--- config.mk ---
export PLATFORM = sky130hd
export DESIGN_NAME = asf_header_tag_parser
export DESIGN_NICKNAME = d
export VERILOG_FILES = /design/src/ahtp_pkg.sv /design/src/ahtp_front.sv /design/src/ahtp_queue.sv /design/src/ahtp_back.sv /design/src/asf_header_tag_parser.sv
export SDC_FILE = /design/constraint.sdc
export NUM_CORES = 2
export LEC_CHECK = 0
export BUFFER_PORTS_ARGS = -buffer_cell sky130_fd_sc_hd__buf_2
export CAP_MARGIN = 10
export CELL_PAD_IN_SITES_DETAIL_PLACEMENT = 1
export CELL_PAD_IN_SITES_GLOBAL_PLACEMENT = 1
export CORE_UTILIZATION = 25
export DETAILED_ROUTE_END_ITERATION = 16
export MAX_ROUTING_LAYER = met4
export PLACE_DENSITY_LB_ADDON = 0.12
export SYNTH_ARGS = -nofsm -noshare
export SYNTH_HDL_FRONTEND = slang
export SYNTH_HIERARCHICAL = 1
export SYNTH_SLANG_ARGS = --single-unit
--- constraint.sdc ---
create_clock -name clk -period 9.4 [get_ports clk]
set_input_delay 1.41 -clock clk [delete_from_list [all_inputs] [get_ports clk]]
set_output_delay 1.41 -clock clk [all_outputs]
set_load 0.05 [all_outputs]
--- src/ahtp_pkg.sv ---
//------------------------------------------------------------------------------
// ahtp_pkg
// Shared types and constants for the header tag parser.
//------------------------------------------------------------------------------
`default_nettype none
package ahtp_pkg;

  localparam int unsigned STANDARD_ITEMS = 5;
  localparam int unsigned IDX_W = 3;

  typedef struct packed {
    logic [7:0] data_byte;
    logic       end_of_stream;
  } in_item_t;

  typedef struct packed {
    logic [1:0]  kind;
    logic [15:0] field_number;
    logic [7:0]  data_value;
    logic        last_of_field;
    logic [1:0]  status;
  } out_item_t;

  typedef enum logic [3:0] {
    PH_HEADER, PH_OBJ_HEAD, PH_STD_LEN, PH_STD_FIELD, PH_EXT_COUNT,
    PH_EXT_NAME_LEN, PH_EXT_NAME, PH_EXT_TYPE, PH_EXT_VALUE_LEN,
    PH_EXT_VALUE, PH_SKIP, PH_DONE
  } phase_t;

  localparam logic [1:0] KIND_STD    = 2'd0;
  localparam logic [1:0] KIND_NAME   = 2'd1;
  localparam logic [1:0] KIND_VALUE  = 2'd2;
  localparam logic [1:0] KIND_STATUS = 2'd3;

  localparam logic [1:0] ST_FINISHED = 2'd0;
  localparam logic [1:0] ST_BAD_HDR  = 2'd1;
  localparam logic [1:0] ST_OVERRUN  = 2'd2;

  // up to two results per byte: a data beat then a status
  typedef struct packed {
    logic      data_vld;
    out_item_t data;
    logic      stat_vld;
    out_item_t stat;
  } res_pair_t;

  function automatic logic [7:0] guid_header(input logic [3:0] p);
    logic [7:0] t [16];
    t = '{8'h30, 8'h26, 8'hB2, 8'h75, 8'h8E, 8'h66, 8'hCF, 8'h11,
          8'hA6, 8'hD9, 8'h00, 8'hAA, 8'h00, 8'h62, 8'hCE, 8'h6C};
    return t[p];
  endfunction

  function automatic logic [7:0] guid_content(input logic [3:0] p);
    logic [7:0] t [16];
    t = '{8'h33, 8'h26, 8'hB2, 8'h75, 8'h8E, 8'h66, 8'hCF, 8'h11,
          8'hA6, 8'hD9, 8'h00, 8'hAA, 8'h00, 8'h62, 8'hCE, 8'h6C};
    return t[p];
  endfunction

  function automatic logic [7:0] guid_extended(input logic [3:0] p);
    logic [7:0] t [16];
    t = '{8'h40, 8'hA4, 8'hD0, 8'hD2, 8'h07, 8'hE3, 8'hD2, 8'h11,
          8'h97, 8'hF0, 8'h00, 8'hA0, 8'hC9, 8'h5E, 8'hA8, 8'h50};
    return t[p];
  endfunction

endpackage
`default_nettype wire

--- src/ahtp_front.sv ---
//------------------------------------------------------------------------------
// ahtp_front
// Byte parser: walks the header and its objects, one byte a cycle while the
// queue has room, and produces the result pair for each accepted byte.
//------------------------------------------------------------------------------
`default_nettype none
module ahtp_front (
  input  wire logic                clk,
  input  wire logic                rst_n,
  input  wire logic                in_valid,
  output logic                     in_ready,
  input  wire ahtp_pkg::in_item_t  in_data,
  output logic                     q_push,
  output ahtp_pkg::res_pair_t      q_data,
  input  wire logic                q_full
);
  import ahtp_pkg::*;

  phase_t      phase_r, phase_nxt;
  logic [4:0]  pos_r, pos_nxt;
  logic [2:0]  flags_r, flags_nxt;
  logic [63:0] acc_r, acc_nxt;
  logic [63:0] hdr_rem_r, hdr_rem_nxt;
  logic [63:0] obj_rem_r, obj_rem_nxt;
  logic [15:0] lens_r [STANDARD_ITEMS];
  logic [15:0] lens_nxt [STANDARD_ITEMS];
  logic [19:0] sum_r, sum_nxt;
  logic [15:0] desc_r, desc_nxt;
  logic [15:0] cnt_r, cnt_nxt;
  logic [15:0] item_r, item_nxt;

  logic        fire;
  logic [7:0]  b;
  logic        sent;
  res_pair_t   res;

  assign in_ready = !q_full;
  assign fire     = in_valid && in_ready;
  assign b        = in_data.data_byte;

  // next state and results for one byte
  always_comb begin
    logic [63:0] obj_dec;
    logic [63:0] sz;
    logic [15:0] v16;
    logic [15:0] ci;
    logic        found;
    phase_nxt   = phase_r;
    pos_nxt     = pos_r;
    flags_nxt   = flags_r;
    acc_nxt     = acc_r;
    hdr_rem_nxt = hdr_rem_r;
    obj_rem_nxt = obj_rem_r;
    lens_nxt    = lens_r;
    sum_nxt     = sum_r;
    desc_nxt    = desc_r;
    cnt_nxt     = cnt_r;
    item_nxt    = item_r;
    res         = '0;
    sent        = 1'b0;
    obj_dec     = obj_rem_r - 64'd1;
    sz          = acc_r | ({56'd0, b} << {pos_r[2:0], 3'b000});
    v16         = {b, acc_r[7:0]};
    ci          = '0;
    found       = 1'b0;

    unique case (phase_r)
      PH_HEADER: begin
        pos_nxt = pos_r + 5'd1;
        if (pos_r < 5'd16) begin
          if (b != guid_header(pos_r[3:0])) flags_nxt[0] = 1'b0;
          if (pos_r == 5'd15) begin
            acc_nxt = '0;
            if (!flags_nxt[0]) begin
              res.stat_vld = 1'b1;
              res.stat.kind = KIND_STATUS;
              res.stat.status = ST_BAD_HDR;
              sent = 1'b1;
              phase_nxt = PH_DONE;
            end
          end
        end else if (pos_r < 5'd24) begin
          acc_nxt = sz;
        end
        if (pos_r == 5'd29) begin
          hdr_rem_nxt = (acc_r >= 64'd30) ? acc_r - 64'd30 : 64'd0;
          if (acc_r <= 64'd30) begin
            res.stat_vld = 1'b1;
            res.stat.kind = KIND_STATUS;
            res.stat.status = ST_FINISHED;
            sent = 1'b1;
            phase_nxt = PH_DONE;
          end else begin
            phase_nxt = PH_OBJ_HEAD;
            pos_nxt = '0;
            flags_nxt = 3'b111;
            acc_nxt = '0;
          end
        end
      end
      PH_OBJ_HEAD: begin
        pos_nxt = pos_r + 5'd1;
        if (pos_r < 5'd16) begin
          if (b != guid_content(pos_r[3:0]))  flags_nxt[1] = 1'b0;
          if (b != guid_extended(pos_r[3:0])) flags_nxt[2] = 1'b0;
        end else begin
          acc_nxt = sz;
        end
        if (pos_r == 5'd23) begin
          if (sz < 64'd24 || sz > hdr_rem_r) begin
            res.stat_vld = 1'b1;
            res.stat.kind = KIND_STATUS;
            res.stat.status = ST_OVERRUN;
            sent = 1'b1;
            phase_nxt = PH_DONE;
          end else begin
            hdr_rem_nxt = hdr_rem_r - sz;
            obj_rem_nxt = sz - 64'd24;
            pos_nxt = '0;
            acc_nxt = '0;
            if (sz == 64'd24) begin
              if (hdr_rem_r == sz) begin
                res.stat_vld = 1'b1;
                res.stat.kind = KIND_STATUS;
                res.stat.status = ST_FINISHED;
                sent = 1'b1;
                phase_nxt = PH_DONE;
              end else begin
                phase_nxt = PH_OBJ_HEAD;
                flags_nxt = 3'b111;
              end
            end else if (flags_r[1]) begin
              item_nxt = '0;
              sum_nxt = 20'(2 * STANDARD_ITEMS);
              phase_nxt = PH_STD_LEN;
            end else if (flags_r[2]) begin
              phase_nxt = PH_EXT_COUNT;
            end else begin
              phase_nxt = PH_SKIP;
            end
          end
        end
      end
      PH_DONE: ;
      default: begin
        obj_rem_nxt = obj_dec;
        unique case (phase_r)
          PH_STD_LEN: begin
            if (pos_r == 5'd0) begin
              acc_nxt = {56'd0, b};
              pos_nxt = 5'd1;
            end else begin
              acc_nxt = {48'd0, v16};
              pos_nxt = '0;
              if (item_r < 16'(STANDARD_ITEMS)) begin
                lens_nxt[item_r[IDX_W-1:0]] = v16;
                sum_nxt = sum_r + {4'd0, v16};
              end
              item_nxt = item_r + 16'd1;
              if (item_nxt >= 16'(STANDARD_ITEMS)) begin
                if ({44'd0, sum_nxt} == 64'(2 * STANDARD_ITEMS) + obj_dec) begin
                  // first field with nonzero length
                  for (int i = STANDARD_ITEMS - 1; i >= 0; i--)
                    if (lens_nxt[i] != 16'd0) begin
                      ci = 16'(i);
                      found = 1'b1;
                    end
                  item_nxt = found ? ci : 16'(STANDARD_ITEMS);
                  cnt_nxt = lens_nxt[ci[IDX_W-1:0]];
                  phase_nxt = found ? PH_STD_FIELD : PH_SKIP;
                end else begin
                  phase_nxt = PH_SKIP;
                end
              end
            end
          end
          PH_STD_FIELD: begin
            res.data_vld = 1'b1;
            res.data.kind = KIND_STD;
            res.data.field_number = item_r;
            res.data.data_value = b;
            res.data.last_of_field = (cnt_r == 16'd1);
            cnt_nxt = cnt_r - 16'd1;
            if (cnt_r == 16'd1) begin
              for (int i = STANDARD_ITEMS - 1; i >= 0; i--)
                if (16'(i) > item_r && lens_r[i] != 16'd0) begin
                  ci = 16'(i);
                  found = 1'b1;
                end
              item_nxt = found ? ci : 16'(STANDARD_ITEMS);
              cnt_nxt = lens_r[ci[IDX_W-1:0]];
              phase_nxt = found ? PH_STD_FIELD : PH_SKIP;
            end
          end
          PH_EXT_COUNT: begin
            if (pos_r == 5'd0) begin
              acc_nxt = {56'd0, b};
              pos_nxt = 5'd1;
            end else begin
              acc_nxt = {48'd0, v16};
              pos_nxt = '0;
              desc_nxt = v16;
              item_nxt = '0;
              phase_nxt = (v16 == 16'd0) ? PH_SKIP : PH_EXT_NAME_LEN;
            end
          end
          PH_EXT_NAME_LEN: begin
            if (pos_r == 5'd0) begin
              acc_nxt = {56'd0, b};
              pos_nxt = 5'd1;
            end else begin
              acc_nxt = {48'd0, v16};
              pos_nxt = '0;
              cnt_nxt = v16;
              phase_nxt = (v16 == 16'd0) ? PH_EXT_TYPE : PH_EXT_NAME;
            end
          end
          PH_EXT_NAME: begin
            if (cnt_r > 16'd2) begin
              res.data_vld = 1'b1;
              res.data.kind = KIND_NAME;
              res.data.field_number = item_r;
              res.data.data_value = b;
              res.data.last_of_field = (cnt_r == 16'd3);
            end
            cnt_nxt = cnt_r - 16'd1;
            if (cnt_r == 16'd1) begin
              pos_nxt = '0;
              phase_nxt = PH_EXT_TYPE;
            end
          end
          PH_EXT_TYPE: begin
            if (pos_r == 5'd0) begin
              acc_nxt = {56'd0, b};
              pos_nxt = 5'd1;
            end else begin
              acc_nxt = {48'd0, v16};
              pos_nxt = '0;
              phase_nxt = PH_EXT_VALUE_LEN;
            end
          end
          PH_EXT_VALUE_LEN: begin
            if (pos_r == 5'd0) begin
              acc_nxt = {56'd0, b};
              pos_nxt = 5'd1;
            end else begin
              acc_nxt = {48'd0, v16};
              pos_nxt = '0;
              cnt_nxt = v16;
              if (v16 == 16'd0) begin
                desc_nxt = desc_r - 16'd1;
                item_nxt = item_r + 16'd1;
                phase_nxt = (desc_r == 16'd1) ? PH_SKIP : PH_EXT_NAME_LEN;
              end else begin
                phase_nxt = PH_EXT_VALUE;
              end
            end
          end
          PH_EXT_VALUE: begin
            res.data_vld = 1'b1;
            res.data.kind = KIND_VALUE;
            res.data.field_number = item_r;
            res.data.data_value = b;
            res.data.last_of_field = (cnt_r == 16'd1);
            cnt_nxt = cnt_r - 16'd1;
            if (cnt_r == 16'd1) begin
              desc_nxt = desc_r - 16'd1;
              item_nxt = item_r + 16'd1;
              pos_nxt = '0;
              phase_nxt = (desc_r == 16'd1) ? PH_SKIP : PH_EXT_NAME_LEN;
            end
          end
          default: ;
        endcase
        // end of object body
        if (obj_dec == 64'd0) begin
          if (hdr_rem_r == 64'd0) begin
            res.stat_vld = 1'b1;
            res.stat.kind = KIND_STATUS;
            res.stat.status = ST_FINISHED;
            sent = 1'b1;
            phase_nxt = PH_DONE;
          end else begin
            phase_nxt = PH_OBJ_HEAD;
            pos_nxt = '0;
            flags_nxt = 3'b111;
            acc_nxt = '0;
          end
        end
      end
    endcase

    // end of stream: closing status if none was sent, then back to reset state
    if (in_data.end_of_stream) begin
      if (!sent && phase_nxt != PH_DONE) begin
        res.stat_vld = 1'b1;
        res.stat.kind = KIND_STATUS;
        res.stat.status = (phase_nxt == PH_HEADER) ? ST_BAD_HDR : ST_OVERRUN;
      end
      phase_nxt   = PH_HEADER;
      pos_nxt     = '0;
      flags_nxt   = 3'b111;
      acc_nxt     = '0;
      hdr_rem_nxt = '0;
      obj_rem_nxt = '0;
      for (int i = 0; i < STANDARD_ITEMS; i++) lens_nxt[i] = '0;
      sum_nxt     = '0;
      desc_nxt    = '0;
      cnt_nxt     = '0;
      item_nxt    = '0;
    end
  end

  assign q_push = fire && (res.data_vld || res.stat_vld);
  assign q_data = res;

  // parser state
  always_ff @(posedge clk) begin
    if (!rst_n) begin
      phase_r   <= PH_HEADER;
      pos_r     <= '0;
      flags_r   <= 3'b111;
      acc_r     <= '0;
      hdr_rem_r <= '0;
      obj_rem_r <= '0;
      for (int i = 0; i < STANDARD_ITEMS; i++) lens_r[i] <= '0;
      sum_r     <= '0;
      desc_r    <= '0;
      cnt_r     <= '0;
      item_r    <= '0;
    end else if (fire) begin
      phase_r   <= phase_nxt;
      pos_r     <= pos_nxt;
      flags_r   <= flags_nxt;
      acc_r     <= acc_nxt;
      hdr_rem_r <= hdr_rem_nxt;
      obj_rem_r <= obj_rem_nxt;
      lens_r    <= lens_nxt;
      sum_r     <= sum_nxt;
      desc_r    <= desc_nxt;
      cnt_r     <= cnt_nxt;
      item_r    <= item_nxt;
    end
  end

endmodule
`default_nettype wire

--- src/ahtp_queue.sv ---
//------------------------------------------------------------------------------
// ahtp_queue
// Two-entry queue of result pairs between the parser and the output stage.
//------------------------------------------------------------------------------
`default_nettype none
module ahtp_queue (
  input  wire logic                 clk,
  input  wire logic                 rst_n,
  input  wire logic                 push,
  input  wire ahtp_pkg::res_pair_t  push_data,
  output logic                      full,
  input  wire logic                 pop,
  output ahtp_pkg::res_pair_t       head,
  output logic                      not_empty
);
  import ahtp_pkg::*;

  res_pair_t  mem_r [2];
  logic       wp_r, rp_r;
  logic [1:0] cnt_r;

  assign full      = cnt_r == 2'd2;
  assign not_empty = cnt_r != 2'd0;
  assign head      = mem_r[rp_r];

  // storage
  always_ff @(posedge clk) begin
    if (push) mem_r[wp_r] <= push_data;
  end

  // pointers and fill
  always_ff @(posedge clk) begin
    if (!rst_n) begin
      wp_r  <= 1'b0;
      rp_r  <= 1'b0;
      cnt_r <= '0;
    end else begin
      if (push) wp_r <= !wp_r;
      if (pop)  rp_r <= !rp_r;
      cnt_r <= cnt_r + {1'b0, push} - {1'b0, pop};
    end
  end

endmodule
`default_nettype wire

--- src/ahtp_back.sv ---
//------------------------------------------------------------------------------
// ahtp_back
// Output stage: unpacks each queued pair into one or two result beats.
//------------------------------------------------------------------------------
`default_nettype none
module ahtp_back (
  input  wire logic                 clk,
  input  wire logic                 rst_n,
  input  wire ahtp_pkg::res_pair_t  head,
  input  wire logic                 not_empty,
  output logic                      pop,
  output logic                      out_valid,
  input  wire logic                 out_ready,
  output ahtp_pkg::out_item_t       out_data
);
  import ahtp_pkg::*;

  // set once the data half of the head pair has gone out
  logic data_done_r, data_done_nxt;
  logic show_data;

  assign show_data = head.data_vld && !data_done_r;
  assign out_valid = not_empty;
  assign out_data  = show_data ? head.data : head.stat;

  always_comb begin
    pop = 1'b0;
    data_done_nxt = data_done_r;
    if (not_empty && out_ready) begin
      if (show_data && head.stat_vld) begin
        data_done_nxt = 1'b1;
      end else begin
        pop = 1'b1;
        data_done_nxt = 1'b0;
      end
    end
  end

  always_ff @(posedge clk) begin
    if (!rst_n) data_done_r <= 1'b0;
    else        data_done_r <= data_done_nxt;
  end

endmodule
`default_nettype wire

--- src/asf_header_tag_parser.sv ---
//------------------------------------------------------------------------------
// asf_header_tag_parser
// Byte-serial walker of a media file header that emits content-description
// and extended-description field bytes plus a closing status.
//
//   channel  dir  handshake             payload
//   in_      in   in_valid/in_ready     ahtp_pkg::in_item_t
//   out_     out  out_valid/out_ready   ahtp_pkg::out_item_t
//
// One byte is accepted per cycle while the queue is not full.
// A byte giving two results (data then status) goes out as two beats.
// Results pass a two-entry queue; in_ready drops only when it is full.
// Reset (rst_n low, synchronous) returns the parser to the header phase.
//------------------------------------------------------------------------------
`default_nettype none
module asf_header_tag_parser (
  input  wire logic                 clk,
  input  wire logic                 rst_n,
  input  wire logic                 in_valid,
  output logic                      in_ready,
  input  wire ahtp_pkg::in_item_t   in_data,
  output logic                      out_valid,
  input  wire logic                 out_ready,
  output ahtp_pkg::out_item_t       out_data
);
  import ahtp_pkg::*;

  logic      q_push, q_full, q_pop, q_ne;
  res_pair_t q_in, q_head;

  ahtp_front u_front (
    .clk(clk), .rst_n(rst_n), .in_valid(in_valid), .in_ready(in_ready),
    .in_data(in_data), .q_push(q_push), .q_data(q_in), .q_full(q_full)
  );

  ahtp_queue u_queue (
    .clk(clk), .rst_n(rst_n), .push(q_push), .push_data(q_in), .full(q_full),
    .pop(q_pop), .head(q_head), .not_empty(q_ne)
  );

  ahtp_back u_back (
    .clk(clk), .rst_n(rst_n), .head(q_head), .not_empty(q_ne), .pop(q_pop),
    .out_valid(out_valid), .out_ready(out_ready), .out_data(out_data)
  );

endmodule
`default_nettype wire
Word level (Yosys, flattened, before mapping)
Memory sizes are Yosys's and may differ from the RTL's. A register that Yosys moved wholly into a read port is not among the register bits.
Index checks and enable logic that the tools add are counted.
{"block": "word_totals", "ram_bits": 66, "wordCells": 405, "out_inout_bits": 31, "romBits": 384, "memories": 4, "inputBits": 13, "reg_bits": 357}
{"name": "(no name shown)", "words": 16, "width": 8, "read_ports": 1, "rd_clocked_by_memory_dff": 0, "write_ports": 0, "line": "ahtp_pkg.sv:51", "source": "return t[p];"}
{"name": "(no name shown)", "words": 16, "width": 8, "read_ports": 1, "rd_clocked_by_memory_dff": 0, "write_ports": 0, "line": "ahtp_pkg.sv:58", "source": "return t[p];"}
{"name": "(no name shown)", "words": 16, "width": 8, "read_ports": 1, "rd_clocked_by_memory_dff": 0, "write_ports": 0, "line": "ahtp_pkg.sv:65", "source": "return t[p];"}
{"name": "u_queue.mem_r", "words": 2, "width": 33, "read_ports": 1, "rd_clocked_by_memory_dff": 1, "write_ports": 1, "line": "ahtp_queue.sv:18", "source": "res_pair_t mem_r [2];"}
{"block": "classes", "add_sub_neg": 12, "magnitude_cmp": 19, "shifts": 1, "eq_ne": 52, "muxes": 234, "n_reduce_logical": 58, "bitwise": 5}
{"cell": "64-bit 2-to-1 mux", "n": 20}
{"cell": "16-bit 2-to-1 mux", "n": 41}
{"cell": "80-bit 2-to-1 mux", "n": 8}
{"cell": "64-bit case mux with 2 select lines", "n": 2}
{"cell": "20-bit 2-to-1 mux", "n": 11}
{"cell": "64-bit case mux with 3 select lines", "n": 1}
{"cell": "16-bit nonzero test", "n": 10}
{"cell": "64-bit zero test", "n": 2}
{"cell": "64-bit by 5-bit subtractor with 64-bit output, second input constant", "n": 2}
{"cell": "4-bit 2-to-1 mux", "n": 29}
{"cell": "16-bit binary-select mux with 3-bit select", "n": 2}
{"cell": "3-bit 2-to-1 mux", "n": 32}
{"cell": "28-bit case mux with 3 select lines", "n": 1}
{"cell": "80-bit bitwise mux", "n": 1}
{"cell": "16-bit case mux with 5 select lines", "n": 1}
{"cell": "4-bit by 64-bit adder with 64-bit output, first input constant", "n": 1}
{"cell": "20-bit by 64-bit == test with 1-bit output", "n": 1}
{"cell": "64-bit by 5-bit == test with 1-bit output, second input constant", "n": 1}
{"cell": "64-bit == test", "n": 1}
{"cell": "64-bit by 5-bit >= comparator with 1-bit output, second input constant", "n": 1}
{"cell": "64-bit > comparator", "n": 1}
{"cell": "64-bit by 5-bit <= comparator with 1-bit output, second input constant", "n": 1}
{"cell": "64-bit by 5-bit < comparator with 1-bit output, second input constant", "n": 1}
{"cell": "64-bit bitwise OR", "n": 1}
{"cell": "other kinds (76)", "n": 209}

Depth between registers and ports, before layout
{"block": "logic_depth", "ltp_word": 36, "ltp_mapped": 26}

Hierarchy
Netlist, hierarchy kept.
{"mod": "ahtp_front", "area_each_um2": 31143.6, "instances": 1, "cells_each": 4369, "seq_area_each_um2": 7046.8}
{"mod": "ahtp_queue", "area_each_um2": 4863.4, "instances": 1, "cells_each": 208, "seq_area_each_um2": 3703.6}
{"mod": "ahtp_back", "area_each_um2": 469.2, "instances": 1, "cells_each": 41, "seq_area_each_um2": 20.0}

Worst setup path before layout
No wires, ideal clock.
{"block": "synth_timing", "kind": "input to register", "startpoint": "input in_data[1] (netlist bit)", "endpoint": "memory u_queue/mem_r[0][0] (netlist bit), enable pin", "n_path_buf": 1, "t_arrival_ns": 8.037, "cell_stages": 22, "slack_ns": 0.877, "required_ns": 8.914, "path_cell_list": "clkbuf_1 nor2b_1 a21oi_1 inv_1 ha_1 fa_1 nor2b_1 o31a_1 o21ai_0 a21oi_1 o21ai_0 a211oi_1 a21oi_1 o21ai_1 and2_1 nand3_1 a21oi_1 nor2_1 a21oi_1 o41ai_1 a21oi_1 nor2b_1"}
{"block": "synth_between", "elab_chain_cells": 31, "elab_cells_between_ends": 88}
{"element": "start, declared", "line": "asf_header_tag_parser.sv:21", "source": "input wire ahtp_pkg::in_item_t in_data,"}
{"element": "80-bit bitwise mux", "line": "ahtp_front.sv:156", "source": "lens_nxt[item_r[IDX_W-1:0]] = v16;"}
{"element": "80-bit 2-to-1 mux", "line": "ahtp_front.sv:155", "source": "if (item_r < 16'(STANDARD_ITEMS)) begin"}
{"element": "80-bit 2-to-1 mux", "line": "ahtp_front.sv:149", "source": "if (pos_r == 5'd0) begin"}
{"element": "80-bit 2-to-1 mux", "line": "ahtp_front.sv:147", "source": "unique case (phase_r)"}
{"element": "80-bit 2-to-1 mux", "line": "ahtp_front.sv:67", "source": "unique case (phase_r)"}
{"element": "16-bit nonzero test", "line": "ahtp_front.sv:164", "source": "if (lens_nxt[i] != 16'd0) begin"}
{"element": "1-bit 2-to-1 mux (5 in a row)", "line": "ahtp_front.sv:164"}
{"element": "1-bit 2-to-1 mux", "line": "ahtp_front.sv:161", "source": "if ({44'd0, sum_nxt} == 64'(2 * STANDARD_ITEMS) + obj_dec) begin"}
{"element": "[12 not listed]"}
{"element": "1-bit logical AND", "line": "ahtp_front.sv:295", "source": "if (!sent && phase_nxt != PH_DONE) begin"}
{"element": "3-bit 2-to-1 mux", "line": "ahtp_front.sv:295"}
{"element": "3-bit 2-to-1 mux (*)", "line": "ahtp_front.sv:294", "source": "if (in_data.end_of_stream) begin"}
{"element": "1-bit logical OR (*)", "line": "ahtp_front.sv:314", "source": "assign q_push = fire && (res.data_vld || res.stat_vld);"}
{"element": "1-bit logical AND (*)", "line": "ahtp_front.sv:314"}
{"element": "named net q_push", "line": "asf_header_tag_parser.sv:28", "source": "logic q_push, q_full, q_pop, q_ne;"}
{"element": "1-bit 2-to-1 mux (*)", "line": "ahtp_queue.sv:28", "source": "if (push) mem_r[wp_r] <= push_data;"}
{"element": "1-bit 2-to-1 mux (not written as such) (*)", "line": "ahtp_queue.sv:28"}
{"element": "end, declared", "line": "ahtp_queue.sv:18"}
Mark *: on every way through the listed nets, which the timed path passes. The rest lies on a longest branch. The select of a mux whose other input is x is not followed.

Final worst setup path
{"block": "layout_timing", "startpoint": "input in_data[3] (netlist bit)", "endpoint": "register u_front.acc_r[36]"}
{"block": "layout_between", "elab_chain_cells": 8, "elab_cells_between_ends": 9}
{"element": "8-bit by 6-bit << shifter with 64-bit output (*)", "line": "ahtp_front.sv:62", "source": "sz = acc_r | ({56'd0, b} << {pos_r[2:0], 3'b000});"}
{"element": "64-bit bitwise OR (*)", "line": "ahtp_front.sv:62"}
{"element": "64-bit by 5-bit < comparator with 1-bit output / 64-bit > comparator (equally long branches)", "line": "ahtp_front.sv:110", "source": "if (sz < 64'd24 || sz > hdr_rem_r) begin"}
{"element": "1-bit logical OR (*)", "line": "ahtp_front.sv:110"}
{"element": "64-bit 2-to-1 mux (*)", "line": "ahtp_front.sv:110"}
{"element": "64-bit 2-to-1 mux (*)", "line": "ahtp_front.sv:109", "source": "if (pos_r == 5'd23) begin"}
{"element": "64-bit case mux with 3 select lines (*)", "line": "ahtp_front.sv:67"}
{"element": "64-bit 2-to-1 mux (*)", "line": "ahtp_front.sv:294"}
{"element": "end signal, assigned", "line": "ahtp_front.sv:335", "source": "acc_r <= acc_nxt;"}
{"element": "end, declared", "line": "ahtp_front.sv:22", "source": "logic [63:0] acc_r, acc_nxt;"}
Mark *: on every way between the ends. The rest lies on a longest branch, timed or not.
A chain may end at the register's enable or synchronous reset.

==> impl_metrics.py <==
metrics = {
    "floorplanning": {
        "die-height_um": 384.0,
        "placeableCoreArea_um2": 144200,
        "dieWidth_um": 384.0,
        "pin_count": 44,
        "num_rows": 139,
        "area_of_the_die_um2": 147400,
        "start_util_pct": 25.30,
    },
    "worst_setup_path": {
        "crit_required_ps": 10010,
        "timing.critical_path.arrival_ps": 8810,
        "critical_path.cell_chain": "buf_2, nor2b_1, a21oi_1, ha_1, nor2b_1, o31a_1, o21ai_0, a21oi_1, o21ai_0, a211oi_1, a21oi_1, buf_4, o21ai_1, o211ai_1, a31oi_1, or2_1, nor4bb_1, a21o_1, a21boi_2, and2_0, a32o_1",
        "critPathLaunchType": "input pin",
        "critical_path.max_fanout": 14,
        "critical_path_class": "input pin to flip-flop",
        "critPathCaptureType": "flip-flop",
        "worst_path_largest_cell_delay_ps": 870,
        "r2r_end": "u_front/acc_r[36]",
        "reg2reg_from": "u_front/obj_rem_r[0]",
        "timing.reg2reg.setup_slack_ps": 1470,
        "worst_path_max_delay_cell": "sky130_fd_sc_hd__o21ai_1",
        "reg2regPathDepth": 18,
        "crit_path_frequent_cell": "sky130_fd_sc_hd__a21oi_1",
    },
    "timing": {
        "worst_pin_slew_ps": 1239,
        "top_achievable_clock_speed_mhz": 122.0,
        "setup_tns_ps": 0,
        "report.final.slew_viol_count": 0,
        "report.final.setup_viol": 0,
        "final_hold_viol_count": 0,
        "finalCritPeriodShare_pct": 87.22,
        "setup_ws_ps": 1201,
        "timing.max_slew.rel_slack_pct": 17.25,
        "fin_worst_skew_ps": 47.75,
        "rsz0062_at_grt": "no",
        "period_minus_slack_ps": 8199,
    },
    "cells_and_area": {
        "mostFrequentLayoutCell": "sky130_fd_sc_hd__nand2_1",
        "syn2layout_area_growth_pct": 12.25,
        "area.sequential_um2": 10780,
        "fillerInstances": 17030,
        "commonest_cells_after_routing_fill_and_taps_aside": "sky130_fd_sc_hd__nand2_1, sky130_fd_sc_hd__dfxtp_1, sky130_fd_sc_hd__a21oi_1, sky130_fd_sc_hd__nor2_1, sky130_fd_sc_hd__o21ai_0",
        "postLayoutCellArea_um2": 40950,
        "fin_util_pct": 28.40,
        "design.final.nets": 4629,
        "post_route_cells_drive_above_1_share_pct": 9.737,
        "multi_input_area_um2": 23910,
    },
    "synthesis": {
        "synth_compound_area_share_pct": 24.56,
        "synth_seq_cells": 478,
        "synth.yosys.seq_area_share_pct": 29.53,
        "netlist_instances": 4618,
        "synth_top_family_by_area": "compound AO/OA/AOI/OAI gates",
        "synth_flop_cell": "sky130_fd_sc_hd__dfxtp_1",
        "postSynth.asyncResetShare_pct": 0,
        "yosys_warnings": 6,
        "synth_fa_ha_area_share_pct": 3.780,
        "synth_area_per_cell_um2": 7.899,
        "synth_xor_area_share_pct": 8.082,
        "synth-simple-area-share_pct": 23.45,
        "synth-edff-count": 120,
        "yosys-mux-area-fraction_pct": 5.053,
        "post_synth_instance_area_um2": 36480,
        "synthDistinctLibCells": 101,
    },
    "placement": {
        "placement.setup.worst_slack_ps": 835.3,
        "detailed_place_hpwl_um": 130500,
        "post_dp_cell_area_um2": 38630,
        "routabilityCongestion": 0.9011,
        "io_buffer_count": 43,
    },
    "route": {
        "drt-initial-drc-count": 2936,
        "avgRoutedWirePerCell_um": 27.39,
        "detail_route.wirelength_um": 177100,
        "remaining_drc_errors": 0,
        "post_drt_via_cell_ratio": 5.649,
        "detail_route.first_pass.iterations": 6,
        "antenna_left": 0,
        "route.vias.total": 36530,
    },
    "cts": {
        "clk_transition_reported_paths_ps": 60,
        "ctsRootBufferMaster": "sky130_fd_sc_hd__clkbuf_16",
        "clock_tree.htree_level_count": 3,
        "numClockSinks": 478,
        "clock_latency_of_the_later_clocked_register_in_the_worst_skew_pair_ps": 690,
        "ctsHoldBuffers": 0,
        "tritoncts_clock_tree": "done",
        "cts_resized": 0,
        "cts_buffer_count": 68,
        "cts_setup_buffers": 0,
        "clock_tree.buffer_depth": 3,
    },
    "hold_path": {
        "timing.hold.worst_endpoint": "u_front/obj_rem_r[63]",
        "min_from": "u_front/obj_rem_r[63]",
        "hold_class": "flip-flop to flip-flop",
        "min_delay_path_depth": 2,
    },
    "grt": {
        "antenna_found_initial": 5,
        "grt_pass1_vias": 35740,
        "global_route.usage.total_pct": 24.07,
        "grt_start_max_net_pins": 131,
        "wire_length_of_the_first_global_routing_pass_um": 258400,
        "grt_remaining_overflow": 0,
    },
    "power": {
        "leakage_nw": 15.70,
        "power_density_cells_nw_per_um2": 192.3,
        "vdd.ir_drop.worst_uv": 126.7,
    },
    "outcome": {
        "run_status": "completed",
    },
    "run": {
        "drv_cap": 0,
    },
}
-- sequential cells by signal, summed over array words and instances, names as in the netlist, named ones only --
name                cells
u_front/desc_r         16
u_queue/rp_r            1
u_front/cnt_r          16
u_front/sum_r          20
u_front/flags_r         3
u_front/phase_r         4
u_queue/wp_r            1
u_front/item_r         16
u_front/hdr_rem_r      64
u_front/pos_r           5
u_front/lens_r         80
u_back/data_done_r      1
u_queue/mem_r         120
u_front/acc_r          64
u_queue/cnt_r           2
u_front/obj_rem_r      64
-- critical path, delay by kind of cell --
family	cells	cell delay, ps
compound gates	13	4480
simple gates	5	1830
buf+inv	2	570
fa+ha+maj	1	450
-- metal layers --
layer / vias to the layer above / share of wire (%) / track usage (%)
li1: 16940 / - / -
met1: 18450 / 49 / 34.63
met2: 954 / 44 / 35.58
met3: 188 / 5.0 / 2.155
met4: 0 / 2.5 / 6.515
met5: - / 0 / -
-- cell families after synthesis --
family / Yosys count
adder cells (fa/ha/maj): 109
multiplexers: 145
other: 1
buffers and inverters: 464
AND/OR/NAND/NOR: 1726
AO/OA/AOI/OAI: 1360
XOR/XNOR: 335
flip-flops: 478
-- cell type report --
| cell class | count | share of cell area, % |
|---|---|---|
| repair buffers | 166 | 2.985 |
| clock inverters | 30 | 0.9992 |
| flip-flops and latches | 478 | 26.32 |
| multi-input cells | 3702 | 58.39 |
| diodes | 4 | 0.02445 |
| inverters | 91 | 0.8403 |
| well taps | 1903 | 5.815 |
| clock buffers | 93 | 4.629 |
-- power breakdown --
part           internal, W  total (W)  switching, W
Clock              0.00155    0.00268       0.00113
Sequential         0.00219    0.00228     0.0000882
Combinational     0.000966    0.00292       0.00195
Total              0.00471    0.00787       0.00317
-- through the flow --
step / std cells / hold slack [ps] / total power [W]
after CTS: 6463 / 468.3 / 0.007946
after floorplan: 4644 / 435.2 / 0.004296
after global routing: 6464 / 507.6 / 0.008232
after global placement: 6340 / 454.4 / 0.005214
after detailed placement: 6340 / 460.8 / 0.005217
final: 6467 / 469.0 / 0.007874
-- synth_stat cells (90+ instances only) --
master                     count  area (um2)
sky130_fd_sc_hd__inv_1        90       337.8
sky130_fd_sc_hd__xor2_1      141        1235
sky130_fd_sc_hd__nor3_1      121       605.6
sky130_fd_sc_hd__a21oi_1     327        1637
sky130_fd_sc_hd__clkbuf_1    290        1089
sky130_fd_sc_hd__nand3_1     136       680.7
sky130_fd_sc_hd__dfxtp_1     358        7167
sky130_fd_sc_hd__nor2_1      329        1235
sky130_fd_sc_hd__nor4_1      118       738.2
sky130_fd_sc_hd__o22ai_1     102       638.1
sky130_fd_sc_hd__nand2_1     540        2027
sky130_fd_sc_hd__xnor2_1     193        1690
sky130_fd_sc_hd__nand4_1     107       669.4
sky130_fd_sc_hd__o21ai_0     297        1486
sky130_fd_sc_hd__edfxtp_1    120        3603
sky130_fd_sc_hd__ha_1        107        1339
-- worst max-delay path by stage --
stage / start / end / slack, ps / depth (start not counted)
global route: in_data[3] / u_front/lens_r[0] / 1010 / 22
CTS: in_data[8] / u_front/lens_r[5] / 1500 / 22
floorplan: in_data[1] / u_queue/mem_r[0][0] / 880 / 22
finish: in_data[3] / u_front/acc_r[36] / 1200 / 21
detailed placement: in_data[8] / u_front/lens_r[6] / 840 / 22
global placement: in_data[8] / u_front/lens_r[14] / 910 / 22
(Power assumes the default switching activity.)
